`src/hdl/gtq_pkg.sv`:
```
package gtq_pkg;

   // Mode codes of the request word.
   localparam logic [1:0] MODE_ASSIGN  = 2'd0;
   localparam logic [1:0] MODE_ENQUEUE = 2'd1;
   localparam logic [1:0] MODE_DEQUEUE = 2'd2;

   // Status codes of the response word.
   localparam logic [1:0] STATUS_OK    = 2'd0;
   localparam logic [1:0] STATUS_EMPTY = 2'd1;
   localparam logic [1:0] STATUS_FULL  = 2'd2;

   typedef enum logic [1:0] {
      OP_ASSIGN  = 2'd0,
      OP_ENQUEUE = 2'd1,
      OP_DEQUEUE = 2'd2,
      OP_NONE    = 2'd3
   } op_type;

   typedef struct packed {
      op_type      op;
      logic [11:0] elem;
      logic [9:0]  grp;
   } cmd_type;

   // Front to back: head of the command queue.
   typedef struct packed {
      logic    valid;
      cmd_type cmd;
   } fq_type;

   // Back to front: pop and clearing pass in progress.
   typedef struct packed {
      logic pop;
      logic clearing;
   } bk_type;

   typedef enum logic [8:0] {
      ST_CLEAR  = 9'b000000001,
      ST_IDLE   = 9'b000000010,
      ST_RD1    = 9'b000000100,
      ST_RD2    = 9'b000001000,
      ST_RD3    = 9'b000010000,
      ST_LINK   = 9'b000100000,
      ST_LINK2  = 9'b001000000,
      ST_COMMIT = 9'b010000000,
      ST_FIN    = 9'b100000000
   } state_type;

endpackage

```
`src/hdl/gtq_front.sv`:
```
module gtq_front (
   input  logic             clock,
   input  logic             reset,
   input  logic             req_valid,
   output logic             req_stall,
   input  logic [1:0]       req_mode,
   input  logic [11:0]      req_element_id,
   input  logic [9:0]       req_group_id,
   input  gtq_pkg::bk_type  bk,
   output gtq_pkg::fq_type  fq
);
   import gtq_pkg::*;

   cmd_type    slot_ff [2];
   cmd_type    new_cmd;
   logic       wr_ptr_ff, wr_ptr_in;
   logic       rd_ptr_ff, rd_ptr_in;
   logic [1:0] cnt_ff, cnt_in;
   logic       push;

   // Classify the request word into an operation.
   always_comb begin
      new_cmd.elem = req_element_id;
      new_cmd.grp  = req_group_id;
      unique case (req_mode)
         MODE_ASSIGN:  new_cmd.op = OP_ASSIGN;
         MODE_ENQUEUE: new_cmd.op = OP_ENQUEUE;
         MODE_DEQUEUE: new_cmd.op = OP_DEQUEUE;
         default:      new_cmd.op = OP_NONE;
      endcase
   end

   // Two-entry command queue; no words are taken during the clearing pass.
   assign req_stall = (cnt_ff == 2'd2) || bk.clearing;
   assign push      = req_valid && !req_stall;
   assign fq.valid  = (cnt_ff != 2'd0);
   assign fq.cmd    = slot_ff[rd_ptr_ff];

   always_comb begin
      wr_ptr_in = wr_ptr_ff ^ push;
      rd_ptr_in = rd_ptr_ff ^ bk.pop;
      cnt_in    = cnt_ff + {1'b0, push} - {1'b0, bk.pop};
   end

   always_ff @(posedge clock) begin
      if (reset) begin
         wr_ptr_ff <= 1'b0;
         rd_ptr_ff <= 1'b0;
         cnt_ff    <= 2'd0;
      end else begin
         wr_ptr_ff <= wr_ptr_in;
         rd_ptr_ff <= rd_ptr_in;
         cnt_ff    <= cnt_in;
      end
   end

   always_ff @(posedge clock) begin
      if (push) begin
         slot_ff[wr_ptr_ff] <= new_cmd;
      end
   end

endmodule

```
`config.mk`:
```
export PLATFORM = sky130hd
export DESIGN_NAME = gtq_front
export DESIGN_NICKNAME = d
export VERILOG_FILES = /design/src/hdl/gtq_pkg.sv /design/src/hdl/gtq_front.sv
export SDC_FILE = /design/constraint.sdc
export NUM_CORES = 1
export LEC_CHECK = 0
export BUFFER_PORTS_ARGS = -buffer_cell sky130_fd_sc_hd__buf_2
export CAP_MARGIN = 40
export CORE_MARGIN = 2
export CORE_UTILIZATION = 51
export DETAILED_ROUTE_END_ITERATION = 10
export HOLD_SLACK_MARGIN = 0.02
export PLACE_DENSITY = 0.78
export SETUP_SLACK_MARGIN = 0.5
export SLEW_MARGIN = 20
export SYNTH_ARGS = -nofsm -noshare
export SYNTH_HDL_FRONTEND = slang
export SYNTH_SLANG_ARGS = --single-unit
```
`constraint.sdc`:
```
create_clock -name clock -period 1.85 [get_ports clock]
set_input_delay 0.2775 -clock clock [delete_from_list [all_inputs] [get_ports clock]]
set_output_delay 0.2775 -clock clock [all_outputs]
set_load 0.01 [all_outputs]
```
==> results.md <==
- R2r endpoint: cnt_ff[1]
- Hold Crit Start: req_element_id[4]
- I/O Buffers: 54
- Largest net degree at the start of global routing: 25
- Gr busiest metal: met2
- Routed vias/inst: 4.86
- Placed cell area: 2390 sq um
- Clock Sink Count: 52
- Gate Count Post-Synth: 99
- Slew Viols, Final: 0
- Num ports: 55
- CP Max Fanout: 10
- Yosys cell types: 17
- Syn nets: 132
- Design area: 2610 sq um
- Drt pass-1 iters: 4
- Hold buffer count at CTS: 0
- Root Buffer: clkbuf_8
- R2R depth: 6
- Fin util: 66.2%
- Die X: 67.6 microns
- Row count: 23
- Syn Std Cell Area: 2060 sq um
- Worst Hold Margin: 0.158 ns
- DR DRC count: 0
- Total power: 2.45 mW
- Cell Pwr Density: 938 nW/um^2
- Clock Latency Late Sink: 0.30 ns
- CTS tree: done
- Nets: 196
- Flops & latches, synth: 52
- CTS H-Tree Depth: 2
- WHS Endpoint: slot_ff[0][14]
- Antenna cells: 0
- Grt met3 use: 5.50%
- Max Freq: 629 MHz
- Worst Hold Class: in -> reg
- Post-route antenna net violation count: 0
- Tmin final: 1.59 ns
- GRT overflow: 0
- R2R Setup Slk: 0.51 ns
- Setup TNS: 0 ns
- Global-route usage over all layers: 14.6%
- First-pass GRT wire length: 4.51 mm
- Reg-to-reg startpoint: cnt_ff[0]
- Post-Route WL: 3.15 mm
- CTS clk-pin slew, worst paths: 0.08 ns
- Pin slew with the least headroom to its limit: 0.164 ns
- Area grow syn2layout: 26.5%
- Die ar.: 4570 sq um
- Endpoints failing setup: 0
- Final period util: 85.9%
- Chip height: 67.6 microns
- Final GP Congestion: 0.683
- Hold path cells: 1
- Cts bufs inserted: 5
- Vias in the first global route: 1042
- Number of synthesized flops with an enable pin: 48
- Critical path type: reg -> out
- Initial Utilization: 52.4%
- CTS Buffer Depth: 2
- Ys flop type: edfxtp_1
- Critical Path Start Type: register
- Routing usage on met1: 15.2%
- Skew final: 0.00433 ns
- Worst IR Drop VDD: 0.528 mV
- Synthesis Warnings: 0
- Met2 GRT Util: 24.6%
- Wire per inst: 14.7 microns
- Status: completed
- Async set-or-reset flop fraction in the synthesized netlist: 0%
- Initial antenna violation count: 0
- RSZ-0062 raised after global routing: yes
- CP endpoint kind: output pin
- Placeable Area: 3940 sq um
- Maxcap violations: 0
- Avg Cell Area, Syn: 20.9 sq um
- WP data required: 1.57 ns
- Routed vias: 1040
- Worst path arrival time: 1.31 ns
- Sequential area share after synthesis: 73.7%
- Final Hold Viols: 0
- Share of cells above drive strength 1: 59.8%
- DRT iter0 DRCs: 46
- Slew margin rel.: 89.0%
- LEAKAGE: 1.06 nW
- Post-DP HPWL: 2.12 mm
[registers in the layout, indices dropped and copies added, names as in the netlist]
signal / flops
slot_ff: 48
cnt_ff: 2
rd_ptr_ff: 1
wr_ptr_ff: 1
[metrics by stage]
stage	setup WS (ns)	cells
global placement	0.459	203
floorplan	0.274	99
detailed placement	0.434	203
CTS	0.241	213
finish	0.261	214
global route	0.214	214
[routing by layer]
layer	up-vias	part of all wire, %
li1	502	-
met1	494	37
met2	37	54
met3	7	7.4
met4	0	1.9
met5	-	0
[critical path: stages, from the launching register on]
cell	delay (ns)
dfxtp_4	0.41
buf_12	0.16
mux2_4	0.30
buf_2	0.14
[cells by family after synthesis]
family                     Yosys count  synth area share (%)
buffers and inverters                9                  3.58
xor gates and xnor gates             2                  1.52
AOI/OAI and AO/OA                    3                  1.09
muxes                               24                  16.5
adders and majority gates            4                  2.42
and+or+nand+nor                      5                  1.15
DFF                                 52                  73.7
[how the worst max path moves through the flow]
stage | startpoint | endpoint | slack [ns] | depth (start not counted)
5_1_grt | rd_ptr_ff | fq[20] | 0.21 | 3
4_1_cts | rd_ptr_ff | fq[19] | 0.24 | 3
6_report | rd_ptr_ff | fq[19] | 0.26 | 3
2_1_floorplan | cnt_ff[1] | slot_ff[1][0] | 0.27 | 3
3_5_place_dp | bk[0] | cnt_ff[1] | 0.43 | 8
3_3_place_gp | rd_ptr_ff | fq[19] | 0.46 | 3
[power by group]
| part | total [mW] | internal (mW) | switching (mW) |
|---|---|---|---|
| Sequential | 1.40 | 1.37 | 0.0339 |
| Clock | 0.584 | 0.263 | 0.321 |
| Combinational | 0.460 | 0.274 | 0.186 |
| Total | 2.45 | 1.91 | 0.541 |
[what timing repair did]
action,4_1_cts,5_1_grt
buffers inserted,1,1
cloned,1,0
gates resized for setup,21,6
pin swaps,2,0
setup endpoints to repair,27,42
[cells in the mapped netlist (2+ instances only)]
master	instances	share of area, %
ha_1	4	2.4
nor2_1	3	0.55
edfxtp_1	48	70
mux2_2	5	2.7
buf_12	2	1.9
clkbuf_1	2	0.36
dfxtp_1	4	3.9
mux2_4	19	14
inv_1	4	0.73
[cells in the final DEF, fill, tap and decap left out, drive strengths merged]
master  instances
clkbuf          7
o211ai          1
nor2b           1
or2             1
dfxtp           4
buf            62
nor2            3
xnor2           1
inv             4
o211a           1
mux2           24
edfxtp         48
clkinv          1
ha              4
o21ai           1
xnor3           1
[area by class of cell]
cell class / instances / area, sq um
Timing Repair Buffer: 62 / 420
Inverter: 4 / 15.0
Clock buffer: 7 / 76.3
Tap cell: 50 / 62.6
Clock inverter: 1 / 3.75
Sequential cell: 52 / 1530
Multi-Input combinational cell: 38 / 503
Fill cell: 286 / 1330
(Power assumes the default switching activity.)
